`src/mtgo_pkg.sv`:
```
// Shared types and constants for the monochrome tile to grayscale OLED byte stream block.
package mtgo_pkg;

  // Controller command bytes.
  localparam logic [7:0] CMD_ROW_ADDR = 8'h75;
  localparam logic [7:0] CMD_COL_ADDR = 8'h15;
  localparam logic [7:0] CMD_WRITE_RAM = 8'h5C;

  // Nibble patterns for a set pixel.
  localparam logic [7:0] NIB_LO_ON = 8'h0F;
  localparam logic [7:0] NIB_HI_ON = 8'hF0;

  // Byte kind codes on the result port.
  localparam logic [1:0] KIND_CMD = 2'd0;
  localparam logic [1:0] KIND_ARG = 2'd1;
  localparam logic [1:0] KIND_DATA = 2'd2;

  // Reset value of the column offset register.
  localparam logic [7:0] COL_OFFSET_RESET = 8'd8;

  // Byte positions within one tile transaction.
  localparam int STEP_W = 6;
  localparam logic [STEP_W-1:0] STEP_ROW_CMD = 6'd0;
  localparam logic [STEP_W-1:0] STEP_ROW_LO = 6'd1;
  localparam logic [STEP_W-1:0] STEP_ROW_HI = 6'd2;
  localparam logic [STEP_W-1:0] STEP_COL_CMD = 6'd3;
  localparam logic [STEP_W-1:0] STEP_COL_LO = 6'd4;
  localparam logic [STEP_W-1:0] STEP_COL_HI = 6'd5;
  localparam logic [STEP_W-1:0] STEP_WRITE_CMD = 6'd6;
  localparam logic [STEP_W-1:0] STEP_PIX_FIRST = 6'd7;
  localparam logic [STEP_W-1:0] STEP_LAST = 6'd38;

  // Depth of the queue between the front and back parts.
  localparam int QUEUE_DEPTH = 2;
  localparam int QPTR_W = (QUEUE_DEPTH > 1) ? $clog2(QUEUE_DEPTH) : 1;
  localparam int QCNT_W = $clog2(QUEUE_DEPTH + 1);

  // One classified tile, ready for serialization.
  typedef struct packed {
    logic            first;
    logic [7:0]      row_lo;
    logic [7:0]      row_hi;
    logic [7:0]      col_lo;
    logic [7:0]      col_hi;
    logic [7:0][7:0] pix;
  } tile_desc_t;

  // Queue status seen by both sides.
  typedef struct packed {
    logic full;
    logic empty;
  } q_stat_t;

endpackage

```
`src/mtgo_front.sv`:
```
// Front part: holds the column offset and turns an accepted tile into a descriptor.
module mtgo_front (
  input  logic                clk,
  input  logic                rst,
  input  logic                column_offset_we,
  input  logic [7:0]          column_offset_wdata,
  input  logic                start,
  input  logic [5:0]          tile_col,
  input  logic [4:0]          tile_row,
  input  logic                first_in_call,
  input  logic [7:0][7:0]     pix_cols,
  input  mtgo_pkg::q_stat_t   q_stat,
  output logic                busy,
  output logic                push,
  output mtgo_pkg::tile_desc_t desc
);
  import mtgo_pkg::*;

  logic [7:0] column_offset;
  logic [7:0] x_addr;
  logic [7:0] y_addr;

  // Configuration register.
  always_ff @(posedge clk) begin
    if (rst) begin
      column_offset <= COL_OFFSET_RESET;
    end else if (column_offset_we) begin
      column_offset <= column_offset_wdata;
    end
  end

  // Address arithmetic, all modulo 256.
  assign x_addr = {1'b0, tile_col, 1'b0} + column_offset;
  assign y_addr = {tile_row, 3'b000};

  always_comb begin
    desc.first  = first_in_call;
    desc.row_lo = y_addr;
    desc.row_hi = y_addr + 8'd7;
    desc.col_lo = x_addr;
    desc.col_hi = x_addr + 8'd1;
    desc.pix    = pix_cols;
  end

  // A tile is taken whenever the queue has room.
  assign busy = q_stat.full;
  assign push = start && !q_stat.full;

endmodule

```
`src/mtgo_queue.sv`:
```
// Short queue of tile descriptors between the front and back parts.
module mtgo_queue (
  input  logic                 clk,
  input  logic                 rst,
  input  logic                 push,
  input  mtgo_pkg::tile_desc_t din,
  input  logic                 pop,
  output mtgo_pkg::tile_desc_t dout,
  output mtgo_pkg::q_stat_t    stat
);
  import mtgo_pkg::*;

  tile_desc_t        entries [QUEUE_DEPTH];
  logic [QPTR_W-1:0] wr_ptr;
  logic [QPTR_W-1:0] rd_ptr;
  logic [QCNT_W-1:0] count;

  // Pointer and occupancy control.
  always_ff @(posedge clk) begin
    if (rst) begin
      wr_ptr <= '0;
      rd_ptr <= '0;
      count  <= '0;
    end else begin
      if (push) begin
        wr_ptr <= (wr_ptr == QPTR_W'(QUEUE_DEPTH - 1)) ? '0 : wr_ptr + 1'b1;
      end
      if (pop) begin
        rd_ptr <= (rd_ptr == QPTR_W'(QUEUE_DEPTH - 1)) ? '0 : rd_ptr + 1'b1;
      end
      if (push && !pop) begin
        count <= count + 1'b1;
      end else if (pop && !push) begin
        count <= count - 1'b1;
      end
    end
  end

  // Entry storage.
  always_ff @(posedge clk) begin
    if (push) begin
      entries[wr_ptr] <= din;
    end
  end

  assign dout       = entries[rd_ptr];
  assign stat.full  = (count == QCNT_W'(QUEUE_DEPTH));
  assign stat.empty = (count == '0);

endmodule

```
`src/mtgo_back.sv`:
```
// Back part: serializes one tile descriptor into command, argument and pixel bytes.
module mtgo_back (
  input  logic                 clk,
  input  logic                 rst,
  input  mtgo_pkg::q_stat_t    q_stat,
  input  mtgo_pkg::tile_desc_t q_data,
  output logic                 pop,
  output logic                 result_strobe,
  output logic [7:0]           out_byte,
  output logic [1:0]           byte_kind,
  output logic                 last_of_tile
);
  import mtgo_pkg::*;

  tile_desc_t        cur;
  logic              active;
  logic [STEP_W-1:0] step;
  logic [STEP_W-1:0] pix_idx;
  logic [2:0]        row_sel;
  logic [1:0]        pair_sel;
  logic [7:0]        lo_col;
  logic [7:0]        hi_col;
  logic [7:0]        byte_next;
  logic [1:0]        kind_next;
  logic              at_last;

  // Pixel byte selection: rows top first, column pairs (2,3) (0,1) (6,7) (4,5).
  assign pix_idx  = step - STEP_PIX_FIRST;
  assign row_sel  = pix_idx[4:2];
  assign pair_sel = {pix_idx[1], ~pix_idx[0]};
  assign lo_col   = cur.pix[{pair_sel, 1'b0}];
  assign hi_col   = cur.pix[{pair_sel, 1'b1}];
  assign at_last  = (step == STEP_LAST);

  // Byte for the current step.
  always_comb begin
    case (step)
      STEP_ROW_CMD: begin
        byte_next = CMD_ROW_ADDR;
        kind_next = KIND_CMD;
      end
      STEP_ROW_LO: begin
        byte_next = cur.row_lo;
        kind_next = KIND_ARG;
      end
      STEP_ROW_HI: begin
        byte_next = cur.row_hi;
        kind_next = KIND_ARG;
      end
      STEP_COL_CMD: begin
        byte_next = CMD_COL_ADDR;
        kind_next = KIND_CMD;
      end
      STEP_COL_LO: begin
        byte_next = cur.col_lo;
        kind_next = KIND_ARG;
      end
      STEP_COL_HI: begin
        byte_next = cur.col_hi;
        kind_next = KIND_ARG;
      end
      STEP_WRITE_CMD: begin
        byte_next = CMD_WRITE_RAM;
        kind_next = KIND_CMD;
      end
      default: begin
        byte_next = (lo_col[row_sel] ? NIB_LO_ON : 8'h00)
                  | (hi_col[row_sel] ? NIB_HI_ON : 8'h00);
        kind_next = KIND_DATA;
      end
    endcase
  end

  // Take the next tile when idle or on the final byte of the current one.
  assign pop = !q_stat.empty && (!active || at_last);

  // Sequencer.
  always_ff @(posedge clk) begin
    if (rst) begin
      active        <= 1'b0;
      result_strobe <= 1'b0;
      step          <= STEP_ROW_CMD;
    end else begin
      result_strobe <= active;
      if (pop) begin
        active <= 1'b1;
        step   <= q_data.first ? STEP_ROW_CMD : STEP_COL_CMD;
      end else if (active && at_last) begin
        active <= 1'b0;
      end else if (active) begin
        step <= step + 1'b1;
      end
    end
  end

  // Working descriptor.
  always_ff @(posedge clk) begin
    if (pop) begin
      cur <= q_data;
    end
  end

  // Registered result bytes.
  always_ff @(posedge clk) begin
    out_byte     <= byte_next;
    byte_kind    <= kind_next;
    last_of_tile <= at_last;
  end

endmodule

```
`src/mono_tile_to_gray_oled_stream_core.sv`:
```
// Top level of the monochrome tile to grayscale OLED byte stream block.
// Each accepted tile produces 39 bytes when first_in_call is set and 36 otherwise, one byte
// per clock on the result ports, so the byte output sets the tile rate, and tiles run back
// to back when the next one is already queued. A tile is accepted when start is high and
// busy is low; a two-entry queue sits behind the input, so up to two tiles can wait while
// a third is being sent, and busy rises only when that queue is full. A tile's first byte
// passes the queue entry, the back part's step and descriptor registers and the result
// registers. Each byte is shown for exactly one cycle with result_strobe high; the receiver
// cannot hold results off and must take every byte. Write column_offset only while idle.
module mono_tile_to_gray_oled_stream_core (
  input  logic       clk,
  input  logic       rst,
  input  logic       column_offset_we,
  input  logic [7:0] column_offset_wdata,
  input  logic       start,
  output logic       busy,
  input  logic [5:0] tile_col,
  input  logic [4:0] tile_row,
  input  logic       first_in_call,
  input  logic [7:0] column0_bits,
  input  logic [7:0] column1_bits,
  input  logic [7:0] column2_bits,
  input  logic [7:0] column3_bits,
  input  logic [7:0] column4_bits,
  input  logic [7:0] column5_bits,
  input  logic [7:0] column6_bits,
  input  logic [7:0] column7_bits,
  output logic       result_strobe,
  output logic [7:0] out_byte,
  output logic [1:0] byte_kind,
  output logic       last_of_tile
);
  import mtgo_pkg::*;

  logic [7:0][7:0] pix_cols;
  tile_desc_t      desc;
  tile_desc_t      q_data;
  q_stat_t         q_stat;
  logic            push;
  logic            pop;

  // Gather the column bytes, column 0 at index 0.
  assign pix_cols = {column7_bits, column6_bits, column5_bits, column4_bits,
                     column3_bits, column2_bits, column1_bits, column0_bits};

  mtgo_front u_front (
    .clk                 (clk),
    .rst                 (rst),
    .column_offset_we    (column_offset_we),
    .column_offset_wdata (column_offset_wdata),
    .start               (start),
    .tile_col            (tile_col),
    .tile_row            (tile_row),
    .first_in_call       (first_in_call),
    .pix_cols            (pix_cols),
    .q_stat              (q_stat),
    .busy                (busy),
    .push                (push),
    .desc                (desc)
  );

  mtgo_queue u_queue (
    .clk  (clk),
    .rst  (rst),
    .push (push),
    .din  (desc),
    .pop  (pop),
    .dout (q_data),
    .stat (q_stat)
  );

  mtgo_back u_back (
    .clk           (clk),
    .rst           (rst),
    .q_stat        (q_stat),
    .q_data        (q_data),
    .pop           (pop),
    .result_strobe (result_strobe),
    .out_byte      (out_byte),
    .byte_kind     (byte_kind),
    .last_of_tile  (last_of_tile)
  );

endmodule

```
`config.mk`:
```
export PLATFORM = sky130hd
export DESIGN_NAME = mono_tile_to_gray_oled_stream_core
export DESIGN_NICKNAME = d
export VERILOG_FILES = /design/src/mtgo_pkg.sv /design/src/mtgo_front.sv /design/src/mtgo_queue.sv /design/src/mtgo_back.sv /design/src/mono_tile_to_gray_oled_stream_core.sv
export SDC_FILE = /design/constraint.sdc
export NUM_CORES = 1
export LEC_CHECK = 0
export BUFFER_PORTS_ARGS = -buffer_cell sky130_fd_sc_hd__buf_2
export CAP_MARGIN = 20
export CORE_MARGIN = 1.5
export CORE_UTILIZATION = 65
export DETAILED_ROUTE_END_ITERATION = 7
export PLACE_DENSITY = 0.85
export SYNTH_ARGS = -nofsm -noshare
export SYNTH_HDL_FRONTEND = slang
export SYNTH_HIERARCHICAL = 1
export SYNTH_SLANG_ARGS = --single-unit
```
`constraint.sdc`:
```
create_clock -name clk -period 14.1 [get_ports clk]
set_clock_uncertainty 0.1 [all_clocks]
set_input_delay 0 -clock clk [delete_from_list [all_inputs] [get_ports clk]]
set_output_delay 0 -clock clk [all_outputs]
set_load 0.02 [all_outputs]
```
# Word-level counts from Yosys, hierarchy flattened

Memory sizes are Yosys's and may differ from the RTL's. A register that Yosys moved wholly into a read port is not among the register bits.
Cells that the tools add are included.

$add $sub $neg: 9
$lt $le $gt $ge: 3
Equality and inequality tests: 9
Mux-type cells: 26
Bitwise operators: 2
Reductions and logical operators: 19

Operators by type and width:

| operator                                                   | number |
|---|---|
| one-hot mux 8 bit (7 select lines)                         | 1 |
| binary-select mux 8 bit (select 2 bit)                     | 2 |
| 2-to-1 mux 8 bit                                           | 3 |
| equality test 6 x 3 -> 1 bit, second input constant        | 3 |
| 2-to-1 mux 6 bit                                           | 3 |
| equality test 6 x 2 -> 1 bit, second input constant        | 2 |
| less-than comparator 3 x 4 -> 1 bit, second input constant | 3 |
| 2-to-1 mux 1 bit                                           | 10 |
| adder 7 x 8 -> 8 bit                                       | 1 |
| adder 8 x 1 -> 8 bit, second input constant                | 1 |
| adder 8 x 3 -> 8 bit, second input constant                | 1 |
| OR 8 bit                                                   | 1 |
| adder 6 x 1 -> 6 bit, second input constant                | 1 |
| binary-select mux 1 bit (select 3 bit)                     | 2 |
| equality test 6 x 1 -> 1 bit, second input constant        | 1 |
| equality test 6 bit, second input constant                 | 1 |
| zero test 6 bit                                            | 1 |
| 2-to-1 mux 2 bit                                           | 3 |
| nonzero test 2 bit                                         | 3 |
| logical AND 1 bit                                          | 5 |
| zero test 1 bit                                            | 5 |
| subtractor 5 x 3 -> 5 bit, second input constant           | 1 |
| 2-to-1 mux 4 bit                                           | 1 |
| one-hot mux 2 bit (2 select lines)                         | 1 |
| other kinds (11)                                           | 12 |

Register bits after elaboration: 127
Bits in writable memories: 188
Bits of input ports: 88
Logic and storage cells: 91
Memories: 1

Memories:

| memory          | words | bits a word | read ports | clocked after Yosys merged registers in | write ports | line             | text |
|---|---|---|---|---|---|---|---|
| u_queue.entries | 2     | 94          | 1          | 1                                       | 1           | mtgo_queue.sv:13 | `tile_desc_t entries [QUEUE_DEPTH];` |

# Depth between registers and ports, before layout

Gate-level depths: netlist (run 1).

Word-level depth: 9
Mapped depth: 10

# Cells and area by module

Netlist (run 1), hierarchy kept.

Modules (own cells, without submodules):

| module     | times used | cells each | area each (µm²) | sequential area each (µm²) |
|---|---|---|---|---|
| mtgo_queue | 1          | 324        | 7322.0          | 5925.7 |
| mtgo_back  | 1          | 246        | 4420.5          | 3263.1 |
| mtgo_front | 1          | 164        | 1320.0          | 160.2 |

# Worst setup path after synthesis (run 1)

Ideal clock, no wire load.

Path kind: flip-flop to flip-flop
Start point: register u_back.step[0]
End point: register u_queue.count[1]
Library setup time: 0.070 ns
Data arrival time: 6.311 ns
Data required time: 13.930 ns
Slack: 7.619 ns
Cell stages (with the launch flop): 11
Path buffers: 1
Path through: dfxtp_1 > buf_2 > inv_1 > ha_1 > a41oi_1 > nor2_1 > inv_1 > ha_1 > xor2_1 > or3_1 > a21oi_1

Cells in the longest elaborated chain, start to end: 6

Ends and longest elaborated chain:

| item                                                          | line                                     | text |
|---|---|---|
| start, declared                                               | mtgo_back.sv:17                          | `logic [STEP_W-1:0] step;` |
| start signal, assigned                                        | mtgo_back.sv:87                          | `step <= q_data.first ? STEP_ROW_CMD : STEP_COL_CMD;` |
| start signal, assigned                                        | mtgo_back.sv:91                          | `step <= step + 1'b1;` |
| equality test 6 bit *                                         | mtgo_back.sv:33                          | `assign at_last = (step == STEP_LAST);` |
| logical OR 1 bit *                                            | mtgo_back.sv:75                          | `assign pop = !q_stat.empty && (!active \|\| at_last);` |
| logical AND 1 bit *                                           | mtgo_back.sv:75                          |  |
| named net pop                                                 | mono_tile_to_gray_oled_stream_core.sv:40 | `logic pop;` |
| zero test 1 bit                                               | mtgo_queue.sv:31                         | `if (push && !pop) begin` |
| logical AND 1 bit                                             | mtgo_queue.sv:31                         |  |
| 2-to-1 mux 2 bit / nonzero test 2 bit (equally long branches) | --                                       |  |
| end signal, assigned                                          | mtgo_queue.sv:32                         | `count <= count + 1'b1;` |
| end signal, assigned                                          | mtgo_queue.sv:34                         | `count <= count - 1'b1;` |
| end, declared                                                 | mtgo_queue.sv:16                         | `logic [QCNT_W-1:0] count;` |

The timed path passes the listed nets; every way through them passes the cells marked *.
A chain may end at the register's enable or synchronous reset.

# Final worst setup path (run 1)

Start point: register u_back.step[0]
End point: register u_back.out_byte[1]

Cells in the longest elaborated chain, start to end: 9

Ends and longest elaborated chain:

| item                                   | line             | text |
|---|---|---|
| subtractor 5 x 3 -> 5 bit              | mtgo_back.sv:28  | `assign pix_idx = step - STEP_PIX_FIRST;` |
| inverter 1 bit                         | mtgo_back.sv:30  | `assign pair_sel = {pix_idx[1], ~pix_idx[0]};` |
| binary-select mux 8 bit (select 2 bit) | mtgo_back.sv:31  | `assign lo_col = cur.pix[{pair_sel, 1'b0}];` |
| 2-to-1 mux 8 bit (implied by the code) | mtgo_back.sv:31  |  |
| binary-select mux 1 bit (select 3 bit) | mtgo_back.sv:67  | `byte_next = (lo_col[row_sel] ? NIB_LO_ON : 8'h00)` |
| 2-to-1 mux 1 bit (implied by the code) | mtgo_back.sv:67  |  |
| 2-to-1 mux 4 bit                       | mtgo_back.sv:67  |  |
| OR 8 bit                               | mtgo_back.sv:68  | `\| (hi_col[row_sel] ? NIB_HI_ON : 8'h00);` |
| one-hot mux 8 bit (7 select lines) *   | mtgo_back.sv:37  | `case (step)` |
| named net u_back.byte_next[1]          | mtgo_back.sv:23  | `logic [7:0] byte_next;` |
| end signal, assigned                   | mtgo_back.sv:105 | `out_byte <= byte_next;` |
| end, declared                          | mtgo_back.sv:9   | `output logic [7:0] out_byte,` |

The timed path passes the listed nets; every way through them passes the cells marked *. The select of a mux whose other input is x is not followed.

==> impl_metrics.ini, run 1 <==
[worst_setup_path]
crit_chain = inv_1 -> ha_1 -> mux4_1 -> mux4_2 -> mux2_2 -> nand2_2 -> o211ai_1
path_buf_inv = 1
cp-end-kind = flip-flop
cp.required_ns = 14.42
crit_slowest_cell = dfxtp_1
crit_type = flip-flop to flip-flop
start_kind = flip-flop
cp_slowest_stage_delay_ns = 0.98
crit_fanout = 18
critical-path-top-delay-family = multiplexers
arrival_ns = 4.58
rrSetupSlack_ns = 9.84

[min_path]
hp-class = primary input to flip-flop

[route]
drtIter0Drc = 615
vias_per_cell = 5.74
drc = 0
wl_um = 25800
ant_nets = 0
vias = 6627
wire_per_inst_um = 22.4
drt-pass1-iter-count = 5

[floorplanning]
ios = 101
die_x_um = 145
num_rows = 51
die_h_um = 145
coreArea_mm2 = 0.0196
dieArea_mm2 = 0.0210
initial_utilization = 0.667

[sta]
min_period_ns = 4.26
tns_ns = 0
max-slew-margin-rel = 0.334
worstMarginPinSlew_ns = 0.998
setup_violations = 0
period_share = 0.302
max_freq_mhz = 235
grt_setup_unrepaired = no
final-max-slew-violation-count = 0
finalHoldViolations = 0

[finish]
n_fill_cell = 1033
instances_no_fill = 1154
stdcell_area_mm2 = 0.0151
fin_nets = 965
drive_above_1_share = 0.302
area_growth_pct = 15.6

[synth]
synth_ff_type = edfxtp_1
yosysSeqAreaShare = 0.716
netlist_instances = 734
synthTopCellsByArea = edfxtp_1, mux2_2, dfxtp_1
synth_edf_count = 290
netlist_area_mm2 = 0.0131
post-synth-top-area-cell = edfxtp_1
synthArstFlopShare = 0
synth.ff_latch_count = 322
yosys_warnings = 6
synth_top_area_frac = 0.667
synthDistinctLibCells = 52
postSynthAreaPerCell_um2 = 17.8

[cts]
insertion_delay_ns = 0.54
cts_made_buffers = 30
cts.htree.levels = 1
ctsHoldBuffers = 96
cts_setup_buffers = 0
cts_resized = 0
cts_max_path_buffers = 3
root_buffer = clkbuf_16
clock-sinks = 322
cts_tree = yes
cts.clk_slew.worst_paths_ns = 0.06

[global_route]
grt_max_degree = 62
grt_pass1_vias = 6753
antenna_found_initial = 0
grt_pass1_wl_um = 38400
track_usage = 0.253
overflow = 0

[placed_design]
place_area_mm2 = 0.0132
placedCellCount = 999
gp_congestion = 0.847
hpwlAfterDp_um = 14100
port_buffers = 100

[power_and_ir_drop]
power_density_mw_per_mm2 = 189
power_leakage_nw = 5.42
irDropWorstVdd_mv = 0.103

[job]
maxCapViolations = 0

[outcome]
outcome = finished clean
[final timing paths]
kind / startpoint / end / cells after the start
setup / recovery: u_back/step[0] / u_back/out_byte[1] / 7
hold reg to reg: u_back/cur[76] / u_back/out_byte[4] / 2
hold / removal: tile_col[1] / u_queue/entries[1][66] / 4
setup reg to reg: u_back/step[0] / u_back/out_byte[1] / 7
[state kept, by name (all words and copies together), names as in the netlist, named ones only]
| name | cells |
|---|---|
| u_back/out_byte | 8 |
| u_queue/entries | 194 |
| u_back/cur | 96 |
| u_back/last_of_tile | 1 |
| u_front/column_offset | 8 |
| u_back/step | 6 |
| u_back/result_strobe | 1 |
| u_queue/wr_ptr | 1 |
| u_queue/count | 2 |
| u_queue/rd_ptr | 1 |
| u_back/byte_kind | 2 |
| u_back/active | 1 |
[Yosys cell counts, types with 7 or more instances]
library cell / number
edfxtp_1: 290
buf_4: 83
mux2_2: 70
dfxtp_1: 32
mux2_4: 30
nor2_1: 28
mux2i_1: 16
nand2_1: 13
ha_1: 12
inv_1: 12
xnor2_1: 12
mux4_2: 11
a21oi_1: 10
buf_2: 10
nand3_1: 9
clkbuf_1: 8
mux4_1: 7
nor2b_1: 7
[power breakdown]
part | leakage, nW | total (W) | switching (W) | internal [W]
registers | 2.98 | 0.00148 | 0.000128 | 0.00135
clock network | 0.437 | 0.000741 | 0.000325 | 0.000415
logic | 2.00 | 0.000633 | 0.000339 | 0.000293
total | 5.42 | 0.00286 | 0.000792 | 0.00206
[through the flow]
| step | total power [W] | util | setup slack (ns) | hold slack [ns] |
|---|---|---|---|---|
| detailed placement | 0.00205 | 0.674 | 10.18 | 0.0907 |
| global route | 0.00296 | 0.771 | 9.67 | 0.0531 |
| floorplan | 0.00192 | - | 7.62 | -0.0309 |
| finish | 0.00286 | 0.771 | 9.84 | 0.0380 |
| CTS | 0.00282 | 0.769 | 10.13 | 0.0159 |
| global placement | 0.00201 | 0.673 | 10.33 | 0.0869 |
[per-layer routing]
metal / GRT usage / routed length, um / share of wire / vias to the layer above
met5: 0 / 0 / 0 / -
met4: 0.100 / 889 / 0.034 / 0
met3: 0.0408 / 1540 / 0.060 / 54
met2: 0.436 / 13200 / 0.51 / 279
met1: 0.324 / 10200 / 0.40 / 3317
li1: - / - / - / 2977
[worst reg2reg max path, stage by stage, from the launching register on]
cell	delay [ns]
dfxtp_1	0.98
inv_1	0.29
ha_1	0.96
mux4_1	0.77
mux4_2	0.53
mux2_2	0.30
nand2_2	0.11
o211ai_1	0.10
[cell usage in the layout (no fill, tap or decap), drive strengths merged, types with 2 or more instances in the layout]
cell           n
a31oi          3
mux4          18
xor2           4
a311o          2
and4           2
a41oi          2
o211ai         3
a221oi         4
or3            2
nor2          28
a211oi         4
buf          107
nand2         14
edfxtp       290
dfxtp         32
nand3b         2
nand2b         4
mux2i         16
conb           6
nand3          9
nor4           3
nand4          4
xnor2         12
clkbuf        47
mux2         100
nor2b          7
a22oi          4
o21ai          6
ha            12
clkinv         8
nor3           4
inv           12
a21oi         10
dlygate4sd3   96
[cell type report]
cell class              count  area (um^2)  area share
diodes                      1         2.50    0.000166
flip-flops and latches    322         9350       0.619
inverters                  12         45.0     0.00298
multi-input cells         295         2920       0.194
well taps                 265          332      0.0220
clock buffers              47          856      0.0567
clock inverters             9         43.8     0.00290
repair buffers            203         1550       0.102
[kinds of logic after synthesis]
family,Yosys count,synth area share
AND/OR/NAND/NOR,85,0.0345
AO/OA/AOI/OAI,41,0.0223
other,2,0.000575
buffers and inverters,121,0.0630
flip-flops,322,0.716
XOR/XNOR,16,0.0107
multiplexers,134,0.140
adder cells (fa/ha/maj),13,0.0130
No activity file was read; power rests on OpenSTA's default activity.
==> run 2: changes to the inputs <==
- CORE_UTILIZATION: 65 -> 54
- PLACE_DENSITY: 0.85 -> 0.76
- clock period: 14.1 -> 3.9 ns (I/O delays scaled with it)
==> run 2 against run 1 <==
Final cell count is 4.6% higher. Wire length fell by 10%. Combinational power grew to 3.5 times the previous value. Non-clock buffer count stayed put. Maximum frequency is 42% higher. Worst setup slack worse by 8.9 ns.
==> impl_metrics.ini, run 2 (synthesized netlist as in run 1, its figures left out) <==
[finish]
largestRegisters = u_queue/entries (194), u_back/cur (96)
drive_above_1_share = 0.312
largest_register_ffs = 194
regMostFlops = u_queue/entries
layout_commonest_cell = edfxtp_1
stdcell_area_mm2 = 0.0154
area_growth_pct = 17.7
layout_common_cells = edfxtp_1, buf_2, dlygate4sd3_1, mux2_2, dfxtp_1
antennaDiodeCount = 0
n_fill_cell = 1567
fin_nets = 965

[placed_design]
hpwlAfterDp_um = 13600
place_area_mm2 = 0.0133
port_buffers = 100
gp_congestion = 0.857

[worst_setup_path]
arrival_ns = 3.30
cp-end-kind = flip-flop
cp.required_ns = 4.21
crit_type = flip-flop to flip-flop
start_kind = flip-flop
crit_fanout = 12

[sta]
setup_violations = 0
worstMarginPinSlew_ns = 0.873
max_freq_mhz = 334
max-slew-margin-rel = 0.418
min_period_ns = 2.99
tns_ns = 0
grt_setup_unrepaired = no
finalHoldViolations = 0
period_share = 0.767
final-max-slew-violation-count = 0

[route]
vias = 6417
drt-pass1-iter-count = 5
vias_per_cell = 5.32
wire_per_inst_um = 19.2
drtIter0Drc = 611
wl_um = 23100
ant_nets = 0
drc = 0

[power_and_ir_drop]
power_leakage_nw = 5.52
swShare = 0.262
p_int_w = 0.00789
irDropWorstVdd_mv = 0.499
p_comb_frac = 0.209
power.switching_w = 0.00280
power_density_mw_per_mm2 = 695
clock_power_share = 0.297
seqPwrFrac = 0.493

[cts]
cts_max_path_buffers = 3
cts_made_buffers = 30
cts.htree.levels = 1
cts_setup_buffers = 0
root_buffer = clkbuf_16
ctsHoldBuffers = 96
cts.clk_slew.worst_paths_ns = 0.07
insertion_delay_ns = 0.56
cts_tree = yes
cts_resized = 0
clock-sinks = 322

[floorplanning]
coreArea_mm2 = 0.0236
num_rows = 56
ios = 101
die_h_um = 159
initial_utilization = 0.553
die_x_um = 159
dieArea_mm2 = 0.0251

[global_route]
grt_pass1_wl_um = 36200
grt_pass1_vias = 6676
track_usage = 0.191
overflow = 0
grt_max_degree = 99
antenna_found_initial = 0

[job]
maxCapViolations = 0

[min_path]
hp-class = primary input to flip-flop

[outcome]
outcome = finished clean
[run 2: cell types whose count changed in the layout (fill, tap and decap cells not counted), moves of 2 or more]
cell,previous run,this run
buf_12,1,3
bufinv_16,0,8
clkbuf_1,14,1
clkbuf_8,2,0
clkinv_1,3,8
clkinv_4,0,2
[run 2: cell type report]
cell class	instances	area (um^2)	area share
flip-flops and latches	322	9350	0.608
multi-input cells	295	2930	0.191
repair buffers	203	1550	0.101
clock buffers	31	754	0.0491
well taps	319	399	0.0260
clock inverters	25	340	0.0221
inverters	12	45.0	0.00293
[run 2: stage by stage]
step	std cells	util	hold slack (ns)	total power (W)	setup slack (ns)
2_1_floorplan	738	-	-0.0309	0.00687	0.112
3_3_place_gp	1055	0.564	0.0870	0.00737	1.03
3_5_place_dp	1055	0.564	0.0912	0.00747	0.939
4_1_cts	1207	0.651	0.00508	0.0107	0.871
5_1_grt	1207	0.651	0.0390	0.0111	0.759
6_report	1207	0.651	0.0154	0.0107	0.907
[run 2: final timing paths]
check                               startpoint                     end  slack, ns  depth (start not counted)
worst min-delay path               tile_col[4]  u_queue/entries[0][78]       0.02                          5
worst min register to register  u_back/cur[83]      u_back/out_byte[3]       0.40                          2
worst max-delay path            u_back/step[1]      u_back/out_byte[1]       0.91                          7
worst max register to register  u_back/step[1]      u_back/out_byte[1]       0.91                          7
[run 2: power groups by stage]
stage	Clock, W	Sequential [W]	Combinational, W
finish	0.00317	0.00527	0.00224
global placement	0	0.00530	0.00207
floorplan	0	0.00518	0.00169
CTS	0.00322	0.00527	0.00226
detailed placement	0	0.00532	0.00216
global route	0.00335	0.00534	0.00242
[run 2: layer usage]
| layer | vias to the layer above | part of all wire | routed length (um) | GRT usage |
|---|---|---|---|---|
| li1 | 2977 | - | - | - |
| met5 | - | 0 | 0 | 0 |
| met3 | 46 | 0.052 | 1210 | 0.0289 |
| met2 | 212 | 0.49 | 11400 | 0.322 |
| met4 | 0 | 0.027 | 624 | 0.0601 |
| met1 | 3182 | 0.43 | 9920 | 0.257 |
[run 2: worst max-delay path: stages, from the launching register on]
cell	delay, ns
dfxtp_1	0.41
inv_1	0.11
ha_1	0.63
mux4_1	0.63
mux4_2	0.48
mux2_2	0.29
nand2_2	0.10
o211ai_1	0.09
